===== config.mk =====
export PLATFORM = sky130hd
export DESIGN_NAME = ramped_gain_audio_mixer
export DESIGN_NICKNAME = d
export VERILOG_FILES = /design/src/rtl/rgam_pkg.sv /design/src/rtl/ramped_gain_audio_mixer.sv /design/src/rtl/rgam_front.sv /design/src/rtl/rgam_queue.sv /design/src/rtl/rgam_back.sv
export SDC_FILE = /design/constraint.sdc
export NUM_CORES = 1
export LEC_CHECK = 0
export BUFFER_PORTS_ARGS = -buffer_cell sky130_fd_sc_hd__buf_2
export CAP_MARGIN = 30
export CORE_MARGIN = 2
export CORE_UTILIZATION = 65
export DETAILED_ROUTE_END_ITERATION = 8
export HOLD_SLACK_MARGIN = 0.15
export PLACE_DENSITY = 0.81
export SLEW_MARGIN = 20
export SYNTH_ARGS = -nofsm -noshare
export SYNTH_HDL_FRONTEND = slang
export SYNTH_SLANG_ARGS = --single-unit

===== constraint.sdc =====
create_clock -name clk -period 23.2 [get_ports clk]
set_input_delay 2.32 -clock clk [delete_from_list [all_inputs] [get_ports clk]]
set_output_delay 2.32 -clock clk [all_outputs]
set_load 0.03 [all_outputs]

===== src/rtl/rgam_pkg.sv =====
// rgam_pkg: shared types and constants of the ramped-gain audio mixer.
// Holds the configuration register set, the queue entry format and widths.
// No dependencies.
package rgam_pkg;

    // Channel limits
    localparam int MAX_CHANNELS = 8;
    localparam int POS_W        = (MAX_CHANNELS > 1) ? $clog2(MAX_CHANNELS) : 1;
    localparam int CMP_W        = 6;

    // Datapath widths
    localparam int SAMPLE_W     = 16;
    localparam int WHOLE_W      = 15;
    localparam int START_W      = 16;
    localparam int ACC_W        = 32;
    localparam int COUNT_W      = 4;
    localparam int GAIN_W       = 18;
    localparam int PROD_W       = SAMPLE_W + GAIN_W;
    localparam int GAIN_SHIFT   = 12;
    localparam int SUM_W        = PROD_W - GAIN_SHIFT + 1;
    localparam int CFG_INDEX_W  = 3;
    localparam int CFG_DATA_W   = 32;

    // Reset values
    localparam logic [WHOLE_W-1:0] GAIN_UNITY    = 15'h1000;
    localparam logic [COUNT_W-1:0] COUNT_DEFAULT = 4'd2;

    // Register indexes
    typedef enum logic [CFG_INDEX_W-1:0] {
        CFG_GAIN_WHOLE_FIRST  = 3'd0,
        CFG_GAIN_WHOLE_SECOND = 3'd1,
        CFG_RAMP_START_FIRST  = 3'd2,
        CFG_RAMP_START_SECOND = 3'd3,
        CFG_RAMP_STEP_FIRST   = 3'd4,
        CFG_RAMP_STEP_SECOND  = 3'd5,
        CFG_CHANNEL_COUNT     = 3'd6
    } cfg_index_t;

    // Configuration register set
    typedef struct packed {
        logic [WHOLE_W-1:0] gain_whole_first;
        logic [WHOLE_W-1:0] gain_whole_second;
        logic [START_W-1:0] ramp_start_first;
        logic [START_W-1:0] ramp_start_second;
        logic [ACC_W-1:0]   ramp_step_first;
        logic [ACC_W-1:0]   ramp_step_second;
        logic [COUNT_W-1:0] channel_count;
    } cfg_t;

    // One classified sample waiting for the multiply-mix back end
    typedef struct packed {
        logic [SAMPLE_W-1:0] source_sample;
        logic [SAMPLE_W-1:0] mix_sample;
        logic [GAIN_W-1:0]   gain;
    } queue_item_t;

endpackage


===== src/rtl/ramped_gain_audio_mixer.sv =====
// ramped_gain_audio_mixer: top level, configuration registers, front end,
// queue and back end. Depends on rgam_pkg, rgam_front, rgam_queue, rgam_back.
//
// Usage:
//   Input channel (in_valid/in_ready) takes source_sample, mix_sample and
//   block_start. Output channel (out_valid/out_ready) returns mixed_sample,
//   one result per input, in order. Set block_start on the first sample of a
//   block to reload the ramp accumulators and restart the frame position.
//   Configuration registers are written through cfg_we/cfg_index/cfg_data
//   while the block is idle; there is no read-back.
//   Throughput: one sample per cycle while the queue is not full; the links
//   between samples are the frame position and the 32-bit ramp accumulator
//   add in the front end, done in the accept cycle. The queue entry is
//   written at the accept edge, then multiply stage, then output register.
//   Reset: accumulators and frame position clear, gains return to unity,
//   ramps to zero and the channel count to two.
//   Receiver stall: the output register holds its result, the multiply stage
//   and the two-entry queue fill, and in_ready drops once the queue is full.
module ramped_gain_audio_mixer (
    input  logic        clk,
    input  logic        rst_n,
    input  logic        in_valid,
    output logic        in_ready,
    input  logic [15:0] source_sample,
    input  logic [15:0] mix_sample,
    input  logic        block_start,
    output logic        out_valid,
    input  logic        out_ready,
    output logic [15:0] mixed_sample,
    input  logic        cfg_we,
    input  logic [rgam_pkg::CFG_INDEX_W-1:0] cfg_index,
    input  logic [rgam_pkg::CFG_DATA_W-1:0]  cfg_data
);
    import rgam_pkg::*;

    cfg_t        cfg_reg, cfg_next;
    logic        push, queue_full, pop, q_not_empty;
    queue_item_t push_item, pop_item;

    // Register writes
    always_comb
    begin
        cfg_next = cfg_reg;
        if (cfg_we)
        begin
            case (cfg_index)
                CFG_GAIN_WHOLE_FIRST:  cfg_next.gain_whole_first  = cfg_data[WHOLE_W-1:0];
                CFG_GAIN_WHOLE_SECOND: cfg_next.gain_whole_second = cfg_data[WHOLE_W-1:0];
                CFG_RAMP_START_FIRST:  cfg_next.ramp_start_first  = cfg_data[START_W-1:0];
                CFG_RAMP_START_SECOND: cfg_next.ramp_start_second = cfg_data[START_W-1:0];
                CFG_RAMP_STEP_FIRST:   cfg_next.ramp_step_first   = cfg_data[ACC_W-1:0];
                CFG_RAMP_STEP_SECOND:  cfg_next.ramp_step_second  = cfg_data[ACC_W-1:0];
                CFG_CHANNEL_COUNT:     cfg_next.channel_count     = cfg_data[COUNT_W-1:0];
                default:               cfg_next = cfg_reg;
            endcase
        end
    end

    always_ff @(posedge clk or negedge rst_n)
    begin
        if (!rst_n)
        begin
            cfg_reg.gain_whole_first  <= GAIN_UNITY;
            cfg_reg.gain_whole_second <= GAIN_UNITY;
            cfg_reg.ramp_start_first  <= '0;
            cfg_reg.ramp_start_second <= '0;
            cfg_reg.ramp_step_first   <= '0;
            cfg_reg.ramp_step_second  <= '0;
            cfg_reg.channel_count     <= COUNT_DEFAULT;
        end
        else
        begin
            cfg_reg <= cfg_next;
        end
    end

    rgam_front u_front (
        .clk           (clk),
        .rst_n         (rst_n),
        .cfg           (cfg_reg),
        .in_valid      (in_valid),
        .in_ready      (in_ready),
        .source_sample (source_sample),
        .mix_sample    (mix_sample),
        .block_start   (block_start),
        .push          (push),
        .push_item     (push_item),
        .queue_full    (queue_full)
    );

    rgam_queue u_queue (
        .clk       (clk),
        .rst_n     (rst_n),
        .push      (push),
        .push_item (push_item),
        .full      (queue_full),
        .pop       (pop),
        .not_empty (q_not_empty),
        .pop_item  (pop_item)
    );

    rgam_back u_back (
        .clk          (clk),
        .rst_n        (rst_n),
        .q_not_empty  (q_not_empty),
        .q_item       (pop_item),
        .pop          (pop),
        .out_valid    (out_valid),
        .out_ready    (out_ready),
        .mixed_sample (mixed_sample)
    );

endmodule


===== src/rtl/rgam_front.sv =====
// rgam_front: accepts samples, tracks frame position and ramp accumulators,
// and attaches the gain of each sample. Depends on rgam_pkg.
module rgam_front (
    input  logic                 clk,
    input  logic                 rst_n,
    input  rgam_pkg::cfg_t       cfg,
    input  logic                 in_valid,
    output logic                 in_ready,
    input  logic [15:0]          source_sample,
    input  logic [15:0]          mix_sample,
    input  logic                 block_start,
    output logic                 push,
    output rgam_pkg::queue_item_t push_item,
    input  logic                 queue_full
);
    import rgam_pkg::*;

    logic [ACC_W-1:0] acc_first_reg, acc_first_next;
    logic [ACC_W-1:0] acc_second_reg, acc_second_next;
    logic [POS_W-1:0] pos_reg, pos_next;

    logic [CMP_W-1:0] eff;
    logic [POS_W-1:0] pos_cur;
    logic [ACC_W-1:0] base_first, base_second;
    logic             stereo, last, use_second, upd_first, upd_second;
    logic [WHOLE_W-1:0] whole_sel;
    logic [ACC_W-1:0] acc_sel;
    logic             accept;

    assign in_ready = !queue_full;
    assign accept   = in_valid && in_ready;
    assign push     = accept;

    // Effective channel count: zero acts as one, large counts clamp
    always_comb
    begin
        if (cfg.channel_count == '0)
            eff = CMP_W'(1);
        else if (CMP_W'(cfg.channel_count) > CMP_W'(MAX_CHANNELS))
            eff = CMP_W'(MAX_CHANNELS);
        else
            eff = CMP_W'(cfg.channel_count);
    end

    // Block start reloads accumulators and position before use
    assign base_first  = block_start ? ACC_W'(cfg.ramp_start_first)  : acc_first_reg;
    assign base_second = block_start ? ACC_W'(cfg.ramp_start_second) : acc_second_reg;
    assign pos_cur     = block_start ? '0 : pos_reg;

    assign stereo     = (eff == CMP_W'(2));
    assign last       = (CMP_W'(pos_cur) + CMP_W'(1)) >= eff;
    assign use_second = stereo && (pos_cur == POS_W'(1));
    assign upd_second = use_second;
    assign upd_first  = (stereo && (pos_cur == '0)) || (!use_second && last);

    // Gain: whole part plus signed upper half of the accumulator
    assign whole_sel = use_second ? cfg.gain_whole_second : cfg.gain_whole_first;
    assign acc_sel   = use_second ? base_second : base_first;

    always_comb
    begin
        push_item.source_sample = source_sample;
        push_item.mix_sample    = mix_sample;
        push_item.gain          = GAIN_W'({3'b000, whole_sel})
                                + {{(GAIN_W-16){acc_sel[ACC_W-1]}}, acc_sel[ACC_W-1:16]};
    end

    // Next state
    always_comb
    begin
        acc_first_next  = acc_first_reg;
        acc_second_next = acc_second_reg;
        pos_next        = pos_reg;
        if (accept)
        begin
            acc_first_next  = upd_first  ? base_first  + cfg.ramp_step_first  : base_first;
            acc_second_next = upd_second ? base_second + cfg.ramp_step_second : base_second;
            pos_next        = last ? '0 : pos_cur + POS_W'(1);
        end
    end

    always_ff @(posedge clk or negedge rst_n)
    begin
        if (!rst_n)
        begin
            acc_first_reg  <= '0;
            acc_second_reg <= '0;
            pos_reg        <= '0;
        end
        else
        begin
            acc_first_reg  <= acc_first_next;
            acc_second_reg <= acc_second_next;
            pos_reg        <= pos_next;
        end
    end

endmodule


===== src/rtl/rgam_queue.sv =====
// rgam_queue: two-entry queue between the front end and the back end.
// Depends on rgam_pkg for the entry format.
module rgam_queue (
    input  logic                  clk,
    input  logic                  rst_n,
    input  logic                  push,
    input  rgam_pkg::queue_item_t push_item,
    output logic                  full,
    input  logic                  pop,
    output logic                  not_empty,
    output rgam_pkg::queue_item_t pop_item
);
    import rgam_pkg::*;

    queue_item_t entry_reg [2];
    logic        wr_ptr_reg, wr_ptr_next;
    logic        rd_ptr_reg, rd_ptr_next;
    logic [1:0]  count_reg, count_next;

    assign full      = (count_reg == 2'd2);
    assign not_empty = (count_reg != 2'd0);
    assign pop_item  = entry_reg[rd_ptr_reg];

    // Pointer and fill count update
    always_comb
    begin
        wr_ptr_next = push ? !wr_ptr_reg : wr_ptr_reg;
        rd_ptr_next = pop  ? !rd_ptr_reg : rd_ptr_reg;
        count_next  = count_reg + 2'(push) - 2'(pop);
    end

    always_ff @(posedge clk or negedge rst_n)
    begin
        if (!rst_n)
        begin
            wr_ptr_reg <= 1'b0;
            rd_ptr_reg <= 1'b0;
            count_reg  <= 2'd0;
        end
        else
        begin
            wr_ptr_reg <= wr_ptr_next;
            rd_ptr_reg <= rd_ptr_next;
            count_reg  <= count_next;
        end
    end

    // Entry storage
    always_ff @(posedge clk)
    begin
        if (push)
            entry_reg[wr_ptr_reg] <= push_item;
    end

endmodule


===== src/rtl/rgam_back.sv =====
// rgam_back: multiply stage then shift, mix-add and saturate into the
// output register. Depends on rgam_pkg.
module rgam_back (
    input  logic                  clk,
    input  logic                  rst_n,
    input  logic                  q_not_empty,
    input  rgam_pkg::queue_item_t q_item,
    output logic                  pop,
    output logic                  out_valid,
    input  logic                  out_ready,
    output logic [15:0]           mixed_sample
);
    import rgam_pkg::*;

    logic                       prod_valid_reg, prod_valid_next;
    logic signed [PROD_W-1:0]   prod_reg, prod_next;
    logic [SAMPLE_W-1:0]        mix_reg;
    logic                       out_valid_reg, out_valid_next;
    logic [SAMPLE_W-1:0]        mixed_reg, mixed_next;

    logic                       out_load, prod_load;
    logic signed [PROD_W-1:0]   shifted;
    logic signed [SUM_W-1:0]    sum;

    // Stall control: each stage loads when empty or when it drains
    assign out_load  = !out_valid_reg || out_ready;
    assign prod_load = !prod_valid_reg || out_load;
    assign pop       = q_not_empty && prod_load;

    // Multiply stage
    assign prod_next = PROD_W'($signed(q_item.source_sample)) * PROD_W'($signed(q_item.gain));
    assign prod_valid_next = prod_load ? q_not_empty : prod_valid_reg;

    // Floor shift, mix add, saturate
    assign shifted = prod_reg >>> GAIN_SHIFT;
    assign sum     = SUM_W'(shifted) + SUM_W'($signed(mix_reg));

    always_comb
    begin
        if (sum > SUM_W'(32767))
            mixed_next = 16'h7FFF;
        else if (sum < -SUM_W'(32768))
            mixed_next = 16'h8000;
        else
            mixed_next = sum[SAMPLE_W-1:0];
    end

    assign out_valid_next = out_load ? prod_valid_reg : out_valid_reg;

    always_ff @(posedge clk or negedge rst_n)
    begin
        if (!rst_n)
        begin
            prod_valid_reg <= 1'b0;
            out_valid_reg  <= 1'b0;
        end
        else
        begin
            prod_valid_reg <= prod_valid_next;
            out_valid_reg  <= out_valid_next;
        end
    end

    always_ff @(posedge clk)
    begin
        if (pop)
        begin
            prod_reg <= prod_next;
            mix_reg  <= q_item.mix_sample;
        end
        if (out_load && prod_valid_reg)
            mixed_reg <= mixed_next;
    end

    assign out_valid    = out_valid_reg;
    assign mixed_sample = mixed_reg;

endmodule


After elaboration in Yosys (flattened, before gate mapping):

Memories as Yosys holds them, arrays and structs flattened.
Cells that the tools add are included.

* bits in registers: 269
* bits in writable memories: 100
* input bits: 73
* output and inout port bits: 18
* word-level logic and storage cells: 80
* memories kept: 1

* add/sub/neg operators: 8
* multipliers: 1
* order comparisons: 4
* equality and inequality tests: 9
* mux-type cells: 13
* reduce and logical (&&, ||, !) cells: 26

Memory list
* u_queue.entry_reg: words 2, bits a word 50, read ports 1, clocked after Yosys merged registers in 0, write ports 1, line rgam_queue.sv:15 `queue_item_t entry_reg [2];`

Operators by type and width (number)
* 32-bit 2-to-1 mux: 5
* 32-bit adder: 2
* 16-bit by 18-bit multiplier with 34-bit output: 1
* 22-bit by 16-bit adder with 23-bit output: 1
* 23-bit by 16-bit > comparator with 1-bit output, second input constant: 1
* 23-bit by 16-bit < comparator with 1-bit output, second input constant: 1
* 16-bit by 16-bit adder with 17-bit output: 1
* 16-bit 2-to-1 mux: 1
* 15-bit 2-to-1 mux: 1
* 2-bit AND reduction: 7
* 3-bit equality test, second input constant: 3
* 4-bit 2-to-1 mux: 2
* 3-bit by 1-bit equality test with 1-bit output, second input constant: 2
* 3-bit by 2-bit equality test with 1-bit output, second input constant: 2
* 6-bit by 4-bit >= comparator with 1-bit output: 1
* 1-bit logical AND: 6
* 1-bit zero test: 6
* 3-bit zero test: 2
* 3-bit 2-to-1 mux: 2
* 3-bit by 1-bit adder with 4-bit output, second input constant: 1
* 4-bit by 2-bit equality test with 1-bit output, second input constant: 1
* 4-bit > comparator, second input constant: 1
* 4-bit zero test: 1
* 3-bit by 1-bit adder with 3-bit output, second input constant: 1
* 6 further kinds: 9

Logic depth before layout (Yosys ltp):

* depth in word-level cells: 9
* depth in mapped cells: 28
* depth with buffers taken out: 25

Hierarchy:

From an unflattened synthesis, not the netlist that was laid out.

* cell total of the unflattened synthesis: 2947
* area total of the unflattened synthesis: 30902.1 um2

By module, submodules not included
* rgam_back: instances 1, cells each 1454, area each 13736.9 um2, sequential area each 1671.6 um2
* rgam_front: instances 1, cells each 1041, area each 8075.2 um2, sequential area each 1676.6 um2
* ramped_gain_audio_mixer: instances 1, cells each 281, area each 5029.8 um2, sequential area each 3256.9 um2
* rgam_queue: instances 1, cells each 171, area each 4060.1 um2, sequential area each 3103.0 um2

Worst setup path after synthesis:

No wires, ideal clock.

* path type: reg2reg
* start: register u_queue.rd_ptr_reg
* end: register u_back.prod_reg[32] (data pin)
* library setup time: 0.257 ns
* arrival time: 7.127 ns
* required time: 22.943 ns
* slack: 15.815 ns
* cell stages (with the launch flop): 27
* buffers on the path: 3
* clock period less this slack: 7.385 ns
* cell sequence: dfrtp_1 clkbuf_1 clkbuf_1 clkbuf_1 mux2i_1 nor2_1 fa_1 inv_1 fa_1 fa_1 inv_1 fa_1 fa_1 inv_1 fa_1 inv_1 ha_1 a21o_1 a21o_1 a21o_1 a21oi_1 nand2_1 a21oi_1 o21ai_0 a2111o_1 and2_1 xor2_1

* cells in the longest elaborated chain, start to end: 2

Ends and longest elaborated chain
* start, declared: line rgam_queue.sv:17 `logic rd_ptr_reg, rd_ptr_next;`
* start signal, assigned: line rgam_queue.sv:43 `rd_ptr_reg <= rd_ptr_next;`
* memory read 2 x 50 bit
* 16-bit by 18-bit multiplier with 34-bit output: line rgam_back.sv:31 `assign prod_next = PROD_W'($signed(q_item.source_sample)) * PROD_W'($signed(q_item.gain));`
* named net u_back.prod_next[32]: line rgam_back.sv:16 `logic signed [PROD_W-1:0] prod_reg, prod_next;`
* end signal, assigned: line rgam_back.sv:68 `prod_reg <= prod_next;`
* end, declared: line rgam_back.sv:16

The timed path passes the listed nets, and every way through them passes these cells.
A chain may end at the register's enable or synchronous reset.

Worst setup path after layout:

* start: register u_queue.rd_ptr_reg
* end: register u_back.prod_reg[33] (data pin)

Same word-level chain as after synthesis.

==> impl_metrics.prom <==
# TYPE chip_impl_metric gauge
chip_impl_info{name="yosys-top-cells-area",value="sky130_fd_sc_hd__fa_1, sky130_fd_sc_hd__dfrtp_1, sky130_fd_sc_hd__edfxtp_1"} 1
chip_impl_metric{name="worst_ep_required_time",unit="ns"} 23.50
chip_impl_metric{name="fraction_of_the_yosys_area_taken_by_sequential_cells",unit="%"} 33.7
chip_impl_metric{name="maximum_clock_skew_at_final_layout",unit="ns"} 0.0162
chip_impl_metric{name="clkSinkCount",unit=""} 355
chip_impl_info{name="cp-start-kind",value="register"} 1
chip_impl_info{name="ys_dominant_reg_cell",value="sky130_fd_sc_hd__dfrtp_1"} 1
chip_impl_metric{name="placed_cells",unit=""} 3314
chip_impl_metric{name="area_delta_synth_final",unit="%"} 8.65
chip_impl_metric{name="timing.final.crit_share",unit="%"} 36.5
chip_impl_metric{name="clk_transition_reported_paths",unit="ns"} 0.06
chip_impl_metric{name="synthesis.area",unit="um2"} 28700
chip_impl_metric{name="crit_path_max_fanout",unit=""} 60
chip_impl_info{name="layout.cells.most_common",value="sky130_fd_sc_hd__inv_1"} 1
chip_impl_metric{name="r2r_setup_slack",unit="ns"} 14.74
chip_impl_metric{name="synth.yosys.warnings",unit=""} 0
chip_impl_info{name="hold_path.class",value="reg2reg"} 1
chip_impl_metric{name="maxCapViolCount",unit=""} 0
chip_impl_metric{name="clock_path_buffers",unit=""} 3
chip_impl_metric{name="design.final.nets",unit=""} 3319
chip_impl_info{name="cell_accounting_for_the_most_synthesized_area",value="sky130_fd_sc_hd__fa_1"} 1
chip_impl_metric{name="grt_start_max_net_pins",unit=""} 81
chip_impl_metric{name="layout-drive-gt1-share",unit="%"} 15.5
chip_impl_metric{name="synth_enable_flop_cells",unit=""} 152
chip_impl_info{name="worstSetupEndpointType",value="register"} 1
chip_impl_metric{name="max_freq",unit="GHz"} 0.118
chip_impl_metric{name="num_cts_buffers",unit=""} 39
chip_impl_metric{name="placeable_core_area",unit="um2"} 43300
chip_impl_metric{name="max-slew-margin-rel",unit="%"} 35.6
chip_impl_metric{name="grt_antenna_before_repair",unit=""} 4
chip_impl_info{name="timing.critical_path.from",value="u_queue.rd_ptr_reg$_DFFE_PN0P_"} 1
chip_impl_metric{name="floorplan.die.width",unit="um"} 214
chip_impl_metric{name="yosys.area.top_type_share",unit="%"} 19.8
chip_impl_metric{name="portBuffers",unit=""} 90
chip_impl_metric{name="slew_violations",unit=""} 0
chip_impl_metric{name="timing_hold_violations_final",unit=""} 0
chip_impl_metric{name="layout_setup_ws",unit="ns"} 14.74
chip_impl_metric{name="grt_use_total",unit="%"} 31.0
chip_impl_metric{name="route.detailed.drc",unit=""} 0
chip_impl_metric{name="final-instance-count-excl-fill",unit=""} 3388
chip_impl_metric{name="post-place-ws",unit="ns"} 14.75
chip_impl_metric{name="drt-pass1-iter-count",unit=""} 7
chip_impl_metric{name="finalSetupViolCount",unit=""} 0
chip_impl_metric{name="finalWeightedCongestion",unit=""} 0.935
chip_impl_metric{name="initialDrtViolationCount",unit=""} 1097
chip_impl_metric{name="h_tree_depth_reported_by_cts",unit=""} 2
chip_impl_metric{name="clock_latency",unit="ns"} 0.57
chip_impl_metric{name="start_util",unit="%"} 66.3
chip_impl_info{name="rsz0062_at_grt",value="false"} 1
chip_impl_metric{name="vertical_extent_of_the_die",unit="um"} 214
chip_impl_metric{name="rows",unit=""} 76
chip_impl_metric{name="grt_remaining_overflow",unit=""} 0
chip_impl_metric{name="final_antenna_net_count",unit=""} 0
chip_impl_metric{name="viasPerCell",unit=""} 5.87
chip_impl_metric{name="cts_post_setup_buffers_inserted",unit=""} 0
chip_impl_metric{name="largest_register_ffs",unit=""} 130
chip_impl_metric{name="detailedPlacementHpwl",unit="um"} 53500
chip_impl_metric{name="worst_slew_pin_slew",unit="ns"} 0.939
chip_impl_info{name="tritoncts",value="yes"} 1
chip_impl_metric{name="postSynthRegisterBits",unit=""} 355
chip_impl_metric{name="synthArstFlopShare",unit="%"} 57.2
chip_impl_metric{name="final_critical_delay_including_setup_and_external_delays",unit="ns"} 8.46
chip_impl_metric{name="postSynthCellCount",unit=""} 2683
chip_impl_info{name="path_class",value="reg2reg"} 1
chip_impl_info{name="outcome",value="completed"} 1
chip_impl_metric{name="postRouteWirelength",unit="um"} 69200
chip_impl_metric{name="ios",unit=""} 91
chip_impl_metric{name="fin_tns_setup",unit="ns"} 0
chip_impl_metric{name="final_core_util",unit="%"} 72.0
chip_impl_info{name="critical_path.endpoint",value="u_back.prod_reg[33]$_DFFE_PP_"} 1
chip_impl_metric{name="cts_hold_buffers",unit=""} 0
chip_impl_metric{name="layout_filler_cell_count",unit=""} 3067
chip_impl_metric{name="syn-num-nets",unit=""} 3230
chip_impl_metric{name="grt_pass1_wl",unit="um"} 112000
chip_impl_metric{name="detail_route.wl_per_cell",unit="um"} 20.4
chip_impl_metric{name="reg2reg_depth",unit=""} 24
chip_impl_info{name="worst_r2r_endpoint",value="u_back.prod_reg[33]$_DFFE_PP_"} 1
chip_impl_metric{name="die_area",unit="um2"} 45800
chip_impl_info{name="final_cell_mix",value="sky130_fd_sc_hd__inv_1, sky130_fd_sc_hd__nand2_1, sky130_fd_sc_hd__fa_1"} 1
chip_impl_metric{name="number_of_global_route_vias_before_repair",unit=""} 21095
chip_impl_metric{name="via_count",unit=""} 19889
chip_impl_info{name="cts_root_buffer",value="sky130_fd_sc_hd__clkbuf_16"} 1
chip_impl_info{name="reg2reg_from",value="u_queue.rd_ptr_reg$_DFFE_PN0P_"} 1
chip_impl_metric{name="postCtsResizedCells",unit=""} 0
chip_impl_metric{name="synthesis.area_per_instance",unit="um2"} 10.7
chip_impl_metric{name="data_arrival_critical_path",unit="ns"} 8.76
chip_impl_metric{name="synthDistinctLibCells",unit=""} 76
[cells by family after synthesis]
group / count (synthesis) / share of synthesized area (%)
and+or+nand+nor: 675 / 10.3
adders and majority gates: 474 / 28.1
buffers and inverters: 415 / 5.46
AOI/OAI and AO/OA: 396 / 9.13
DFF: 355 / 33.7
muxes: 261 / 10.1
xor gates and xnor gates: 107 / 3.27
[per-layer routing]
metal	up-vias	share of wire (%)	track usage, %
li1	9170	-	-
met5	-	0.022	0
met2	556	51	55.7
met4	4	3.8	11.8
met1	10017	40	38.1
met3	142	4.9	3.98
[cells in the mapped netlist (4+ instances only)]
cell,n
sky130_fd_sc_hd__nand2_1,286
sky130_fd_sc_hd__or3_1,7
sky130_fd_sc_hd__nor2b_1,50
sky130_fd_sc_hd__ha_1,190
sky130_fd_sc_hd__a22o_1,17
sky130_fd_sc_hd__mux2_2,215
sky130_fd_sc_hd__nand3_1,19
sky130_fd_sc_hd__a31oi_1,19
sky130_fd_sc_hd__nand2b_1,16
sky130_fd_sc_hd__inv_1,341
sky130_fd_sc_hd__nand3b_1,4
sky130_fd_sc_hd__o21bai_1,6
sky130_fd_sc_hd__nand4b_1,4
sky130_fd_sc_hd__o211ai_1,7
sky130_fd_sc_hd__o21ai_1,4
sky130_fd_sc_hd__xor2_1,37
sky130_fd_sc_hd__a31o_2,5
sky130_fd_sc_hd__clkbuf_1,63
sky130_fd_sc_hd__mux2i_1,46
sky130_fd_sc_hd__buf_1,9
sky130_fd_sc_hd__o21a_1,17
sky130_fd_sc_hd__or2_2,11
sky130_fd_sc_hd__dfrtp_1,200
sky130_fd_sc_hd__a211oi_1,14
sky130_fd_sc_hd__a2111o_1,4
sky130_fd_sc_hd__xnor2_1,70
sky130_fd_sc_hd__and3_1,12
sky130_fd_sc_hd__fa_1,284
sky130_fd_sc_hd__nor3_1,20
sky130_fd_sc_hd__nor2_1,217
sky130_fd_sc_hd__a21oi_1,89
sky130_fd_sc_hd__a21o_1,63
sky130_fd_sc_hd__and2_1,13
sky130_fd_sc_hd__o31ai_1,5
sky130_fd_sc_hd__nand4_1,4
sky130_fd_sc_hd__o21ai_0,95
sky130_fd_sc_hd__edfxtp_1,152
sky130_fd_sc_hd__a21boi_0,5
[layout make-up]
class / count / area, um2 / share of cell area (%)
Sequential cell: 355 / 9650 / 31.0
Inverter: 341 / 1280 / 4.11
Clock inverter: 13 / 165 / 0.530
Timing Repair Buffer: 122 / 716 / 2.30
Clock buffer: 57 / 1100 / 3.54
Multi-Input combinational cell: 1913 / 17500 / 56.2
Antenna cell: 2 / 5.00 / 0.0161
Tap cell: 585 / 732 / 2.35
[critical path, stage by stage, from the launching register on]
cell and delay [ns]:
sky130_fd_sc_hd__dfrtp_4 0.62, sky130_fd_sc_hd__buf_4 0.70, sky130_fd_sc_hd__mux2i_1 0.78, sky130_fd_sc_hd__nor2_1 0.16, sky130_fd_sc_hd__fa_1 0.54, sky130_fd_sc_hd__inv_1 0.05, sky130_fd_sc_hd__fa_1 0.46, sky130_fd_sc_hd__fa_1 0.52
sky130_fd_sc_hd__inv_1 0.05, sky130_fd_sc_hd__fa_1 0.49, sky130_fd_sc_hd__fa_1 0.49, sky130_fd_sc_hd__inv_1 0.05, sky130_fd_sc_hd__fa_1 0.47, sky130_fd_sc_hd__inv_1 0.04, sky130_fd_sc_hd__ha_1 0.32, sky130_fd_sc_hd__a21o_1 0.19
sky130_fd_sc_hd__a21o_1 0.18, sky130_fd_sc_hd__a21o_1 0.21, sky130_fd_sc_hd__a21oi_1 0.18, sky130_fd_sc_hd__nand2_1 0.13, sky130_fd_sc_hd__a21oi_1 0.33, sky130_fd_sc_hd__o21ai_0 0.37, sky130_fd_sc_hd__a2111o_1 0.48, sky130_fd_sc_hd__a31oi_1 0.21
sky130_fd_sc_hd__xnor2_1 0.11
[per-stage QoR]
stage | area, um2 | hold WS, ns
floorplan | 28700 | 0.440
global placement | 29800 | 0.453
detailed placement | 29800 | 0.462
CTS | 31100 | 0.475
global route | 31100 | 0.504
finish | 31100 | 0.475
[worst min path at each step]
| stage | end | from | depth (start not counted) |
|---|---|---|---|
| detailed placement | u_front.acc_first_reg[22]$_DFFE_PN0P_ | u_front.acc_first_reg[22]$_DFFE_PN0P_ | 2 |
| global placement | u_front.acc_first_reg[20]$_DFFE_PN0P_ | u_front.acc_first_reg[20]$_DFFE_PN0P_ | 2 |
| floorplan | u_back.out_valid$_DFFE_PN0P_ | u_back.prod_valid_reg$_DFFE_PN0N_ | 2 |
| global route | u_front.acc_first_reg[19]$_DFFE_PN0P_ | u_front.acc_first_reg[19]$_DFFE_PN0P_ | 2 |
| CTS | u_front.acc_first_reg[22]$_DFFE_PN0P_ | u_front.acc_first_reg[22]$_DFFE_PN0P_ | 2 |
| finish | u_front.acc_first_reg[18]$_DFFE_PN0P_ | u_front.acc_first_reg[18]$_DFFE_PN0P_ | 2 |
Power is not shown: default switching activity piles up to over one toggle a cycle in this logic, so the estimate is an artifact.
